**src/rtl/hlcp_pkg.sv**
```systemverilog
package hlcp_pkg;

  localparam int unsigned NumWords   = 5;
  localparam int unsigned CmpLen     = 6;
  localparam int unsigned PrefixLen  = 6;
  localparam int unsigned ColourW    = 31;
  localparam int unsigned NumColours = 3;
  localparam int unsigned SegMax     = 4;

  localparam logic [ColourW-1:0] SatMax = {ColourW{1'b1}};

  localparam logic [7:0] ChSpace = 8'h20;
  localparam logic [7:0] ChSlash = 8'h2f;
  localparam logic [7:0] ChZero  = 8'h30;
  localparam logic [7:0] ChNine  = 8'h39;

  typedef struct packed {
    logic [7:0] char_in;
    logic       line_start;
  } hlcp_in_t;

  typedef struct packed {
    logic               accepted;
    logic [2:0]         mode_code;
    logic [ColourW-1:0] red_value;
    logic [ColourW-1:0] green_value;
    logic [ColourW-1:0] blue_value;
  } hlcp_out_t;

  typedef enum logic [2:0] {
    PhIdle   = 3'b001,
    PhPrefix = 3'b010,
    PhPath   = 3'b100
  } hlcp_phase_e;

  // Characters of "POST /"
  function automatic logic [7:0] prefix_char(input logic [2:0] p);
    logic [7:0] ch;
    case (p)
      3'd0:    ch = 8'h50;
      3'd1:    ch = 8'h4f;
      3'd2:    ch = 8'h53;
      3'd3:    ch = 8'h54;
      3'd4:    ch = 8'h20;
      3'd5:    ch = 8'h2f;
      default: ch = 8'h00;
    endcase
    return ch;
  endfunction

  // Mode words: off, basis, schizm, blinde(r), pulsar
  function automatic logic [7:0] word_char(input logic [2:0] k, input logic [2:0] p);
    logic [7:0] ch;
    ch = 8'h00;
    case (k)
      3'd0: case (p)
        3'd0: ch = 8'h6f; 3'd1: ch = 8'h66; 3'd2: ch = 8'h66;
        default: ch = 8'h00;
      endcase
      3'd1: case (p)
        3'd0: ch = 8'h62; 3'd1: ch = 8'h61; 3'd2: ch = 8'h73;
        3'd3: ch = 8'h69; 3'd4: ch = 8'h73;
        default: ch = 8'h00;
      endcase
      3'd2: case (p)
        3'd0: ch = 8'h73; 3'd1: ch = 8'h63; 3'd2: ch = 8'h68;
        3'd3: ch = 8'h69; 3'd4: ch = 8'h7a; 3'd5: ch = 8'h6d;
        default: ch = 8'h00;
      endcase
      3'd3: case (p)
        3'd0: ch = 8'h62; 3'd1: ch = 8'h6c; 3'd2: ch = 8'h69;
        3'd3: ch = 8'h6e; 3'd4: ch = 8'h64; 3'd5: ch = 8'h65;
        default: ch = 8'h00;
      endcase
      3'd4: case (p)
        3'd0: ch = 8'h70; 3'd1: ch = 8'h75; 3'd2: ch = 8'h6c;
        3'd3: ch = 8'h73; 3'd4: ch = 8'h61; 3'd5: ch = 8'h72;
        default: ch = 8'h00;
      endcase
      default: ch = 8'h00;
    endcase
    return ch;
  endfunction

  function automatic logic [2:0] word_len(input logic [2:0] k);
    logic [2:0] n;
    case (k)
      3'd0:    n = 3'd3;
      3'd1:    n = 3'd5;
      default: n = 3'd6;
    endcase
    return n;
  endfunction

endpackage

```
**src/rtl/http_post_light_command_parser.sv**
```systemverilog
// Channel | Handshake                 | Payload
// input   | in_valid_i / in_ready_o   | in_data_i  (hlcp_in_t: char_in, line_start)
// output  | out_valid_o / out_ready_i | out_data_o (hlcp_out_t: accepted, mode, colours)
//
// One byte per cycle unless the output buffer is full: a transfer lands in the
// input register, the parser updates its line state from it when it advances and,
// at a space or a prefix mismatch, writes one result into a two-entry output buffer.
// Reset (rst_ni low, asynchronous) empties both stages and leaves the parser
// idle, waiting for a byte flagged line_start.
// A full output buffer holds the input register; input stays ready while the
// register is empty or able to advance.
module http_post_light_command_parser import hlcp_pkg::*; (
  input  logic      clk_i,
  input  logic      rst_ni,
  input  logic      in_valid_i,
  output logic      in_ready_o,
  input  hlcp_in_t  in_data_i,
  output logic      out_valid_o,
  input  logic      out_ready_i,
  output hlcp_out_t out_data_o
);

  logic      s1_valid_q, s1_valid_d;
  hlcp_in_t  s1_data_q;
  logic      buf_full;
  logic      advance;
  logic      in_xfer;
  logic      res_valid;
  hlcp_out_t res;

  // advance the held byte into the parser whenever a result has room
  assign advance    = s1_valid_q && !buf_full;
  assign in_ready_o = !s1_valid_q || !buf_full;
  assign in_xfer    = in_valid_i && in_ready_o;

  always_comb begin
    s1_valid_d = s1_valid_q;
    if (in_xfer)      s1_valid_d = 1'b1;
    else if (advance) s1_valid_d = 1'b0;
  end

  always_ff @(posedge clk_i or negedge rst_ni) begin
    if (!rst_ni) begin
      s1_valid_q <= 1'b0;
    end else begin
      s1_valid_q <= s1_valid_d;
    end
  end

  // payload register, no reset needed
  always_ff @(posedge clk_i) begin
    if (in_xfer) s1_data_q <= in_data_i;
  end

  hlcp_parse u_parse (
    .clk_i       (clk_i),
    .rst_ni      (rst_ni),
    .advance_i   (advance),
    .item_i      (s1_data_q),
    .res_valid_o (res_valid),
    .res_o       (res)
  );

  // drop results only through the buffer; it never overfills as advance waits
  hlcp_out_buf u_out_buf (
    .clk_i       (clk_i),
    .rst_ni      (rst_ni),
    .wr_i        (advance && res_valid),
    .wr_data_i   (res),
    .full_o      (buf_full),
    .out_valid_o (out_valid_o),
    .out_ready_i (out_ready_i),
    .out_data_o  (out_data_o)
  );

endmodule

```
**src/rtl/hlcp_parse.sv**
```systemverilog
module hlcp_parse import hlcp_pkg::*; (
  input  logic      clk_i,
  input  logic      rst_ni,
  input  logic      advance_i,
  input  hlcp_in_t  item_i,
  output logic      res_valid_o,
  output hlcp_out_t res_o
);

  hlcp_phase_e        phase_q, phase_d, phase_b;
  logic [2:0]         ppos_q, ppos_d, ppos_b;
  logic [2:0]         seg_q, seg_d, seg_b;
  logic [2:0]         kpos_q, kpos_d, kpos_b;
  logic [4:0]         cand_q, cand_d, cand_b;
  logic [ColourW-1:0] acc_q [NumColours];
  logic [ColourW-1:0] acc_b [NumColours];
  logic [ColourW-1:0] acc_d [NumColours];
  logic               ended_q, ended_d, ended_b;

  logic [7:0]         ch;
  logic [1:0]         cidx;
  logic [ColourW-1:0] acc_sel;
  logic [ColourW+3:0] prod;
  logic [2:0]         mode;

  assign ch = item_i.char_in;

  always_comb begin
    // a new line clears everything before this byte is looked at
    if (item_i.line_start) begin
      phase_b = PhPrefix;
      ppos_b  = '0;
      seg_b   = '0;
      kpos_b  = '0;
      cand_b  = '1;
      ended_b = 1'b0;
      for (int i = 0; i < NumColours; i++) acc_b[i] = '0;
    end else begin
      phase_b = phase_q;
      ppos_b  = ppos_q;
      seg_b   = seg_q;
      kpos_b  = kpos_q;
      cand_b  = cand_q;
      ended_b = ended_q;
      for (int i = 0; i < NumColours; i++) acc_b[i] = acc_q[i];
    end

    cidx    = seg_b[1:0] - 2'd1;
    acc_sel = acc_b[cidx];
    prod    = ({4'b0, acc_sel} << 3) + ({4'b0, acc_sel} << 1) + {31'b0, ch[3:0] - ChZero[3:0]};

    mode = 3'd0;
    for (int k = NumWords - 1; k >= 0; k--) begin
      if (cand_b[k] && (kpos_b >= word_len(3'(k)))) mode = 3'(k);
    end

    phase_d = phase_b;
    ppos_d  = ppos_b;
    seg_d   = seg_b;
    kpos_d  = kpos_b;
    cand_d  = cand_b;
    ended_d = ended_b;
    for (int i = 0; i < NumColours; i++) acc_d[i] = acc_b[i];

    res_valid_o = 1'b0;
    res_o       = '0;

    case (phase_b)
      PhPrefix: begin
        if ((ppos_b < 3'(PrefixLen)) && (prefix_char(ppos_b) == ch)) begin
          ppos_d = ppos_b + 3'd1;
          if (ppos_d == 3'(PrefixLen)) phase_d = PhPath;
        end else begin
          phase_d     = PhIdle;
          res_valid_o = 1'b1;
        end
      end
      PhPath: begin
        if (ch == ChSpace) begin
          phase_d           = PhIdle;
          res_valid_o       = 1'b1;
          res_o.accepted    = 1'b1;
          res_o.mode_code   = mode;
          res_o.red_value   = acc_b[0];
          res_o.green_value = acc_b[1];
          res_o.blue_value  = acc_b[2];
        end else if (ch == ChSlash) begin
          if (seg_b < 3'(SegMax)) seg_d = seg_b + 3'd1;
          ended_d = 1'b0;
        end else if (seg_b == 3'd0) begin
          for (int k = 0; k < NumWords; k++) begin
            if (kpos_b >= 3'(CmpLen)) begin
              if (word_len(3'(k)) < 3'(CmpLen)) cand_d[k] = 1'b0;
            end else if (kpos_b >= word_len(3'(k))) begin
              cand_d[k] = 1'b0;
            end else if (word_char(3'(k), kpos_b) != ch) begin
              cand_d[k] = 1'b0;
            end
          end
          if (kpos_b < 3'(CmpLen)) kpos_d = kpos_b + 3'd1;
        end else if ((seg_b <= 3'd3) && !ended_b) begin
          if (ch inside {[ChZero:ChNine]}) begin
            // saturate on overflow of 31 bits
            acc_d[cidx] = (prod > {4'b0, SatMax}) ? SatMax : prod[ColourW-1:0];
          end else begin
            ended_d = 1'b1;
          end
        end
      end
      default: ;
    endcase
  end

  always_ff @(posedge clk_i or negedge rst_ni) begin
    if (!rst_ni) begin
      phase_q <= PhIdle;
      ppos_q  <= '0;
      seg_q   <= '0;
      kpos_q  <= '0;
      cand_q  <= '1;
      ended_q <= 1'b0;
      for (int i = 0; i < NumColours; i++) acc_q[i] <= '0;
    end else if (advance_i) begin
      phase_q <= phase_d;
      ppos_q  <= ppos_d;
      seg_q   <= seg_d;
      kpos_q  <= kpos_d;
      cand_q  <= cand_d;
      ended_q <= ended_d;
      for (int i = 0; i < NumColours; i++) acc_q[i] <= acc_d[i];
    end
  end

endmodule

```
**src/rtl/hlcp_out_buf.sv**
```systemverilog
module hlcp_out_buf import hlcp_pkg::*; (
  input  logic      clk_i,
  input  logic      rst_ni,
  input  logic      wr_i,
  input  hlcp_out_t wr_data_i,
  output logic      full_o,
  output logic      out_valid_o,
  input  logic      out_ready_i,
  output hlcp_out_t out_data_o
);

  hlcp_out_t  mem_q [2];
  logic       wr_ptr_q, rd_ptr_q;
  logic [1:0] cnt_q;
  logic       rd;

  assign full_o      = (cnt_q == 2'd2);
  assign out_valid_o = (cnt_q != 2'd0);
  assign out_data_o  = mem_q[rd_ptr_q];
  assign rd          = out_valid_o && out_ready_i;

  always_ff @(posedge clk_i) begin
    if (wr_i) mem_q[wr_ptr_q] <= wr_data_i;
  end

  always_ff @(posedge clk_i or negedge rst_ni) begin
    if (!rst_ni) begin
      wr_ptr_q <= 1'b0;
      rd_ptr_q <= 1'b0;
      cnt_q    <= 2'd0;
    end else begin
      if (wr_i) wr_ptr_q <= ~wr_ptr_q;
      if (rd)   rd_ptr_q <= ~rd_ptr_q;
      cnt_q <= cnt_q + {1'b0, wr_i} - {1'b0, rd};
    end
  end

endmodule

```
**config.mk**
```make
export PLATFORM = sky130hd
export DESIGN_NAME = http_post_light_command_parser
export DESIGN_NICKNAME = d
export VERILOG_FILES = /design/src/rtl/hlcp_pkg.sv /design/src/rtl/http_post_light_command_parser.sv /design/src/rtl/hlcp_parse.sv /design/src/rtl/hlcp_out_buf.sv
export SDC_FILE = /design/constraint.sdc
export NUM_CORES = 1
export LEC_CHECK = 0
export ABC_AREA = 1
export BUFFER_PORTS_ARGS = -buffer_cell sky130_fd_sc_hd__clkbuf_2
export CORE_ASPECT_RATIO = 1.5
export CORE_MARGIN = 4
export CORE_UTILIZATION = 40
export CTS_BUF_LIST = sky130_fd_sc_hd__clkbuf_2 sky130_fd_sc_hd__clkbuf_4 sky130_fd_sc_hd__clkbuf_8
export CTS_CLUSTER_DIAMETER = 200
export DETAILED_ROUTE_END_ITERATION = 8
export GPL_TIMING_DRIVEN = 0
export REMOVE_ABC_BUFFERS = 1
export SLEW_MARGIN = 15
export SYNTH_ARGS = -nofsm -noshare
export SYNTH_HDL_FRONTEND = slang
export SYNTH_SLANG_ARGS = --single-unit
export TNS_END_PERCENT = 5
```
**constraint.sdc**
```tcl
create_clock -name clk_i -period 7.6 [get_ports clk_i]
set_input_delay 0.38 -clock clk_i [delete_from_list [all_inputs] [get_ports clk_i]]
set_output_delay 0.38 -clock clk_i [all_outputs]
set_load 0.01 [all_outputs]
```
Yosys cells after proc, flatten, opt, wreduce, memory -nomap -nowiden
Memory sizes are Yosys's and may differ from the RTL's.
Index checks and enable logic that the tools add are counted.
{ "totals": {"reg_bits": 125, "latchBits": 0, "out_inout_bits": 99, "ramBits": 194, "romBits": 0, "input_bits": 13, "memories": 1} }
{ "memory_table": {"columns": ["name", "words", "width", "rd", "rd_ports_with_merged_regs", "write_ports", "line_no", "source"], "rows": [
  ["u_out_buf.mem_q", 2, 97, 1, 0, 1, "hlcp_out_buf.sv:12", "hlcp_out_t mem_q [2];"]
]} }
{ "op_classes": {"bitwise": 3, "n_mux": 146, "multipliers": 0, "n_lt_le_gt_ge": 18, "eq_ne": 22, "addsub": 8, "n_reduce_logical": 24, "shifts": 0, "div": 0} }
{ "ops": {"columns": ["op", "n"], "rows": [
  ["93-bit two-way mux", 7],
  ["8-bit two-way mux", 31],
  ["97-bit two-way mux", 2],
  ["7-bit case mux with 6 select lines", 4],
  ["3-bit two-way mux", 53],
  ["31-bit two-way mux", 4],
  ["93-bit bitwise mux", 1],
  ["31-bit binary-select mux with 2-bit select", 1],
  ["31-bit demux with 2-bit select", 1],
  ["8-bit inequality test", 5],
  ["34-bit by 32-bit adder with 35-bit output", 1],
  ["35-bit by 4-bit adder with 35-bit output", 1],
  ["35-bit by 31-bit greater-than comparator with 1-bit output, second input constant", 1],
  ["1-bit two-way mux", 33],
  ["7-bit case mux with 4 select lines", 1],
  ["5-bit two-way mux", 5],
  ["3-bit == test, second input constant", 6],
  ["3-bit less-than comparator, second input constant", 6],
  ["8-bit by 6-bit == test with 1-bit output, second input constant", 2],
  ["3-bit by 2-bit == test with 1-bit output, second input constant", 5],
  ["7-bit case mux with 2 select lines", 1],
  ["1-bit logical AND", 13],
  ["3-bit by 1-bit adder with 3-bit output, second input constant", 3],
  ["3-bit >= comparator", 3],
  ["21 further kinds", 31]
]} }

Depth between registers and ports, before layout
{ "depth": {"word_depth": 22, "ltp_mapped": 30, "ltp_nobuf": 28} }

Hierarchy
From an unflattened synthesis, not the netlist that was laid out.
{ "unflattened": {"cells_unflattened": 2612, "area_unflattened_um2": 19507.5} }
{ "modules_own_cells": {"columns": ["mod", "cells_per_inst", "area_each_um2", "n_inst", "seq_area_each_um2"], "rows": [
  ["hlcp_parse", 2057, 11896.4, 1, 2785.2],
  ["hlcp_out_buf", 536, 7278.2, 1, 5925.7],
  ["http_post_light_command_parser", 19, 332.8, 1, 295.3]
]} }

Worst setup path before layout
No wires, ideal clock.
{ "synth_timing": {"path_type": "register -> register", "from": "reg s1_data_q[0] in the netlist's numbering", "to": "mem u_out_buf.mem_q[1][0] in the netlist's numbering (enable)", "path_stages_with_launch": 17, "slack_ns": 0.612, "n_path_buf": 2, "required_time_ns": 7.046, "setup_ns": 0.554, "t_arrival_ns": 6.434, "cell_sequence": "edfxtp_1 > inv_2 > clkbuf_1 > clkbuf_1 > nand2_1 > inv_1 > ha_1 > ha_1 > a21oi_1 > o21ai_0 > xor2_1 > nor4_4 > nand2_1 > nand2_1 > nand2_1 > nand2_1 > nor2_1"} }
{ "synth_via": {"elab_chain_len": 11, "elab_cells_between_ends": 20, "classes_between": "1 x order compare; 8 x eq/ne; 8 x mux; 3 x reduce/logical"} }
{ "synth_rtl": {"columns": ["element", "line_no", "source"], "rows": [
  ["start, declared", "http_post_light_command_parser.sv:24", "hlcp_in_t s1_data_q;"],
  ["start signal, assigned", "http_post_light_command_parser.sv:52", "if (in_xfer) s1_data_q <= in_data_i;"],
  ["3-bit two-way mux", "hlcp_parse.sv:30", "if (item_i.line_start) begin"],
  ["3-bit == test (tied with other cells)", "hlcp_pkg.sv:39", "case (p)"],
  ["7-bit case mux with 6 select lines", "hlcp_pkg.sv:39", null],
  ["8-bit two-way mux", "hlcp_parse.sv:68", "case (phase_b)"],
  ["8-bit == test", "hlcp_parse.sv:70", "if ((ppos_b < 3'(PrefixLen)) && (prefix_char(ppos_b) == ch)) begin"],
  ["1-bit logical AND", "hlcp_parse.sv:70", null],
  ["1-bit two-way mux", "hlcp_parse.sv:70", null],
  ["1-bit case mux with 2 select lines *", "hlcp_parse.sv:68", null],
  ["1-bit logical AND *", "http_post_light_command_parser.sv:68", ".wr_i (advance && res_valid),"],
  ["1-bit two-way mux *", "hlcp_out_buf.sv:23", "if (wr_i) mem_q[wr_ptr_q] <= wr_data_i;"],
  ["1-bit two-way mux (implied by the code) *", "hlcp_out_buf.sv:23", null],
  ["end, declared", "hlcp_out_buf.sv:12", null]
]} }
Every way passes the cells marked *; elsewhere a longest branch is shown, timed or not. The select of a mux whose other input is x is not followed.

Worst setup path in the final report
{ "layout_timing": {"from": "reg s1_data_q[0] in the netlist's numbering", "to": "reg u_parse.acc_q[46] in the netlist's numbering"} }
{ "layout_via": {"elab_chain_len": 17, "elab_cells_between_ends": 30, "classes_between": "3 x add/sub; 4 x order compare; 1 x eq/ne; 17 x mux; 1 x bitwise; 4 x reduce/logical"} }
{ "layout_rtl": {"columns": ["element", "line_no", "source"], "rows": [
  ["3-bit two-way mux", "hlcp_parse.sv:30", null],
  ["2-bit by 1-bit subtractor with 2-bit output", "hlcp_parse.sv:48", "cidx = seg_b[1:0] - 2'd1;"],
  ["2-bit NOT with 3-bit output", "hlcp_parse.sv:49, hlcp_parse.sv:104", null],
  ["31-bit binary-select mux with 2-bit select", "hlcp_parse.sv:49", "acc_sel = acc_b[cidx];"],
  ["31-bit two-way mux (implied by the code) (2 in series)", "hlcp_parse.sv:49", null],
  ["34-bit by 32-bit adder with 35-bit output", "hlcp_parse.sv:50", "prod = ({4'b0, acc_sel} << 3) + ({4'b0, acc_sel} << 1) + {31'b0, ch[3:0] - ChZero[3:0]};"],
  ["35-bit by 4-bit adder with 35-bit output", "hlcp_parse.sv:50", null],
  ["35-bit by 31-bit greater-than comparator with 1-bit output", "hlcp_parse.sv:104", "acc_d[cidx] = (prod > {4'b0, SatMax}) ? SatMax : prod[ColourW-1:0];"],
  ["31-bit two-way mux", "hlcp_parse.sv:104", null],
  ["93-bit bitwise mux", "hlcp_parse.sv:104", null],
  ["93-bit two-way mux", "hlcp_parse.sv:102", "if (ch inside {[ChZero:ChNine]}) begin"],
  ["93-bit two-way mux", "hlcp_parse.sv:101", "end else if ((seg_b <= 3'd3) && !ended_b) begin"],
  ["93-bit two-way mux", "hlcp_parse.sv:90", "end else if (seg_b == 3'd0) begin"],
  ["93-bit two-way mux", "hlcp_parse.sv:87", "end else if (ch == ChSlash) begin"],
  ["93-bit two-way mux", "hlcp_parse.sv:79", "if (ch == ChSpace) begin"],
  ["93-bit two-way mux *", "hlcp_parse.sv:68", null],
  ["end, declared", "hlcp_parse.sv:15", "logic [ColourW-1:0] acc_q [NumColours];"]
]} }
Marks and branches as above.
A chain may end at the register's enable or synchronous reset.

==> flow_summary.yaml <==
synthesis:
  syn_inst: 2519
  synth_cell_types: 40
  async_flop_share: 0.364
  synth_seq_cells: 319
  synthFlopType: "edfxtp_1"
  avgSynthCellArea_um2: 7.55
  ys_warn_count: 0
  yosysSeqAreaShare: 0.474
  synth-edff-count: 203
  synth_area_um2: 19000
clock_network:
  cts_setup_buffers: 0
  h-tree-depth: 2
  cts_sinks: 319
  cts_tree: "built"
  clockRootBuffer: "clkbuf_8"
  clockBufferDepth: 3
  cts_buffers: 50
  path_clk_slew_ns: 0.06
  worstSkewPairLatency_ns: 0.60
sta:
  post-route-min-period_ns: 7.18
  setup_viol: 0
  finalHoldViolCount: 0
  whs_ns: 0.0603
  fin_skew_ns: 0.0239
  fmax_mhz: 139
  rsz0062_at_grt: "true"
  worst_pin_slew_ns: 1.10
  fin_crit_sh: 0.945
  drv_slew: 0
  relSlewSlack: 0.263
power_and_ir_drop:
  seqPwrFrac: 0.402
  p_leak_nw: 10.2
  ir_drop_mv: 0.331
  combPwrFrac: 0.347
  netSwitchingFraction: 0.382
  intPower_mw: 3.75
  p_switching_mw: 2.31
  pwr-share-clk: 0.251
  p_total_mw: 6.06
  power.density_nw_per_um2: 281
worst_setup_path:
  cp_common_cell: "nand2_1"
  crit_arrival_ns: 7.66
  cp_top_family: "simple AND/OR/NAND/NOR gates"
  worstSetupEndpointType: "flop"
  start_kind: "flop"
  r2r-start: "s1_data_q[0]"
  timing.rr.end: "u_parse.acc_q[46]"
  path_max_fanout: 61
  critPathBufInv: 3
  reg2reg_slack_ns: 0.42
  reg2reg_depth: 25
  cpPeakStageDelay_ns: 0.73
  crit_slowest_cell: "nor2_4"
  cp.required_ns: 8.08
  criticalPathCategory: "flop to flop"
global_route:
  track_usage: 0.211
  grt_first_pass_wirelength_mm: 86.7
  grt_pass1_vias: 16800
  grt_max_degree: 94
  antenna_found_initial: 1
  globalRouteOverflowTotal: 0
die:
  initial_core_util: 0.406
  placement_rows: 97
  die_area_um2: 51200
  die_x_um: 186
  core_area_um2: 46800
  ios: 112
  die_h_um: 275
run:
  maxCapViolations: 0
place:
  dp.final_hpwl_mm: 37.7
  gp_congestion: 0.904
  port_buffers: 111
min_path:
  hold_depth: 3
  hold_class: "input port to flop"
  hold_start: "out_ready_i"
  hold_end: "u_out_buf.rd_ptr_q"
finish:
  seq_area_um2: 9010
  final_util: 0.460
  area_delta_synth_final_pct: 13.3
  final_common_cell: "nand2_1"
  nets: 2690
  multi_input_area_um2: 8660
  fill_cells: 4694
  final_cell_mix: "nand2_1 (1049), inv_1 (228), a21oi_1 (208), edfxtp_1 (203), nor2_1 (197)"
  drive_gt1_frac: 0.0956
drt:
  routed_wl_mm: 54.3
  routedWlPerCell_um: 16.8
  vias: 16600
  drt_first_iter_violations: 1402
  vias_per_cell: 5.14
  firstDrtPassIters: 5
  drc: 0
  ant_nets: 0
outcome:
  status: "finished clean"
-- worst max path at each step --
| stage | from | to | slack (ns) | cells after the start |
|---|---|---|---|---|
| 2_1_floorplan | s1_data_q[0] | u_out_buf.mem_q[1][0] | -0.36 | 14 |
| 3_3_place_gp | s1_data_q[0] | u_out_buf.mem_q[1][21] | -5.34 | 9 |
| 3_5_place_dp | s1_data_q[0] | u_parse.acc_q[46] | 0.16 | 26 |
| 4_1_cts | s1_data_q[0] | u_parse.acc_q[46] | 0.14 | 26 |
| 5_1_grt | s1_data_q[0] | u_parse.acc_q[74] | -0.01 | 25 |
| 6_report | s1_data_q[0] | u_parse.acc_q[46] | 0.42 | 25 |
-- area by class of cell --
type	count	area share
antenna	1	0.000116
clock buffer	66	0.0384
clock inverter	27	0.00998
inverter	240	0.0430
multi-input combinational	1840	0.402
sequential	319	0.418
tap	594	0.0345
timing repair buffer	144	0.0542
-- routing by layer --
layer | vias to the layer above | share of wire | track usage
met5 | - | 0 | 0
met2 | 479 | 0.51 | 0.381
met1 | 7703 | 0.39 | 0.244
met3 | 156 | 0.046 | 0.0269
li1 | 8272 | - | -
met4 | 0 | 0.055 | 0.107
-- cell usage after synthesis (3+ instances only) --
library cell	n	share of area
o22ai_1	3	0.00099
buf_2	10	0.0026
nor3_1	24	0.0063
edfxtp_1	203	0.32
inv_2	4	0.00079
dfstp_2	6	0.0083
xor2_1	24	0.011
o21ai_0	89	0.023
a31oi_1	42	0.014
ha_1	80	0.053
buf_6	3	0.0018
or2_2	3	0.00099
inv_1	236	0.047
nor2_4	3	0.0018
clkbuf_1	94	0.019
nor2_1	199	0.039
nor4_1	5	0.0016
dfrtp_1	110	0.14
xnor2_1	19	0.0087
a211oi_1	3	0.0012
buf_1	13	0.0026
a2bb2oi_1	4	0.0018
nand4_1	15	0.0049
nand2_1	1050	0.21
a21oi_1	209	0.055
nand3_1	45	0.012
o211ai_1	4	0.0016
-- registers in the layout, indices dropped and copies added, names as in the netlist --
| name | count |
|---|---|
| u_out_buf.rd_ptr_q | 1 |
| s1_data_q | 9 |
| u_parse.ppos_q | 3 |
| u_parse.phase_q | 3 |
| u_out_buf.wr_ptr_q | 1 |
| u_out_buf.cnt_q | 2 |
| u_parse.kpos_q | 3 |
| s1_valid_q | 1 |
| u_parse.cand_q | 5 |
| u_out_buf.mem_q | 194 |
| u_parse.seg_q | 3 |
| u_parse.ended_q | 1 |
| u_parse.acc_q | 93 |
-- metrics by stage --
stage                     setup slack [ns]  setup TNS, ns  instance area (µm²)  cells
final                                0.421              0                21600   3231
after global routing               -0.0108        -0.0108                21600   3231
after CTS                            0.136              0                21500   3230
after detailed placement             0.163              0                20400   3126
after global placement               -5.34        -870.80                19800   3104
after floorplan                     -0.357         -34.60                18500   2399
-- cells by family (layout without fill, tap and decap cells) --
kind of cell,Yosys count,count (layout),share of synthesized area
AO/OA/AOI/OAI,363,363,0.101
XOR/XNOR,43,43,0.0198
adder cells (fa/ha/maj),82,82,0.0547
buffers and inverters,360,477,0.0729
flip-flops,319,319,0.474
other,0,1,0
AND/OR/NAND/NOR,1352,1352,0.278
-- worst register-to-register path: stages (launching register included) --
cell	delay, ns
edfxtp_1	0.71
inv_4	0.60
buf_16	0.34
nand2_2	0.17
ha_1	0.41
nor2_1	0.27
clkinvlp_4	0.64
o21ai_1	0.69
fa_1	0.53
ha_1	0.33
nand3_1	0.07
nand3_1	0.13
nand2_1	0.09
nand2_1	0.10
nand2_1	0.08
nand2_1	0.18
nand2_1	0.14
nand2_1	0.05
nand2_1	0.05
nand3_1	0.12
nor2_4	0.73
nand2_1	0.33
nand2_1	0.13
nand2_1	0.06
nand2_1	0.06
nand2_1	0.05
-- power groups by stage --
| stage | sequential, mW | combinational (mW) | clock [mW] |
|---|---|---|---|
| 2_1_floorplan | 2.46 | 1.30 | 0 |
| 3_3_place_gp | 2.56 | 1.98 | 0 |
| 3_5_place_dp | 2.47 | 2.13 | 0 |
| 4_1_cts | 2.44 | 2.14 | 1.56 |
| 5_1_grt | 2.48 | 2.38 | 1.64 |
| 6_report | 2.44 | 2.10 | 1.52 |
-- repair_timing --
| item | CTS | global route |
|---|---|---|
| endpoints found under the setup margin | 0 | 91 |
| hold buffers | 11 | 0 |
| resized for setup | 0 | 5 |
| hold endpoints to repair | 64 | 0 |
(Power assumes the default switching activity.)
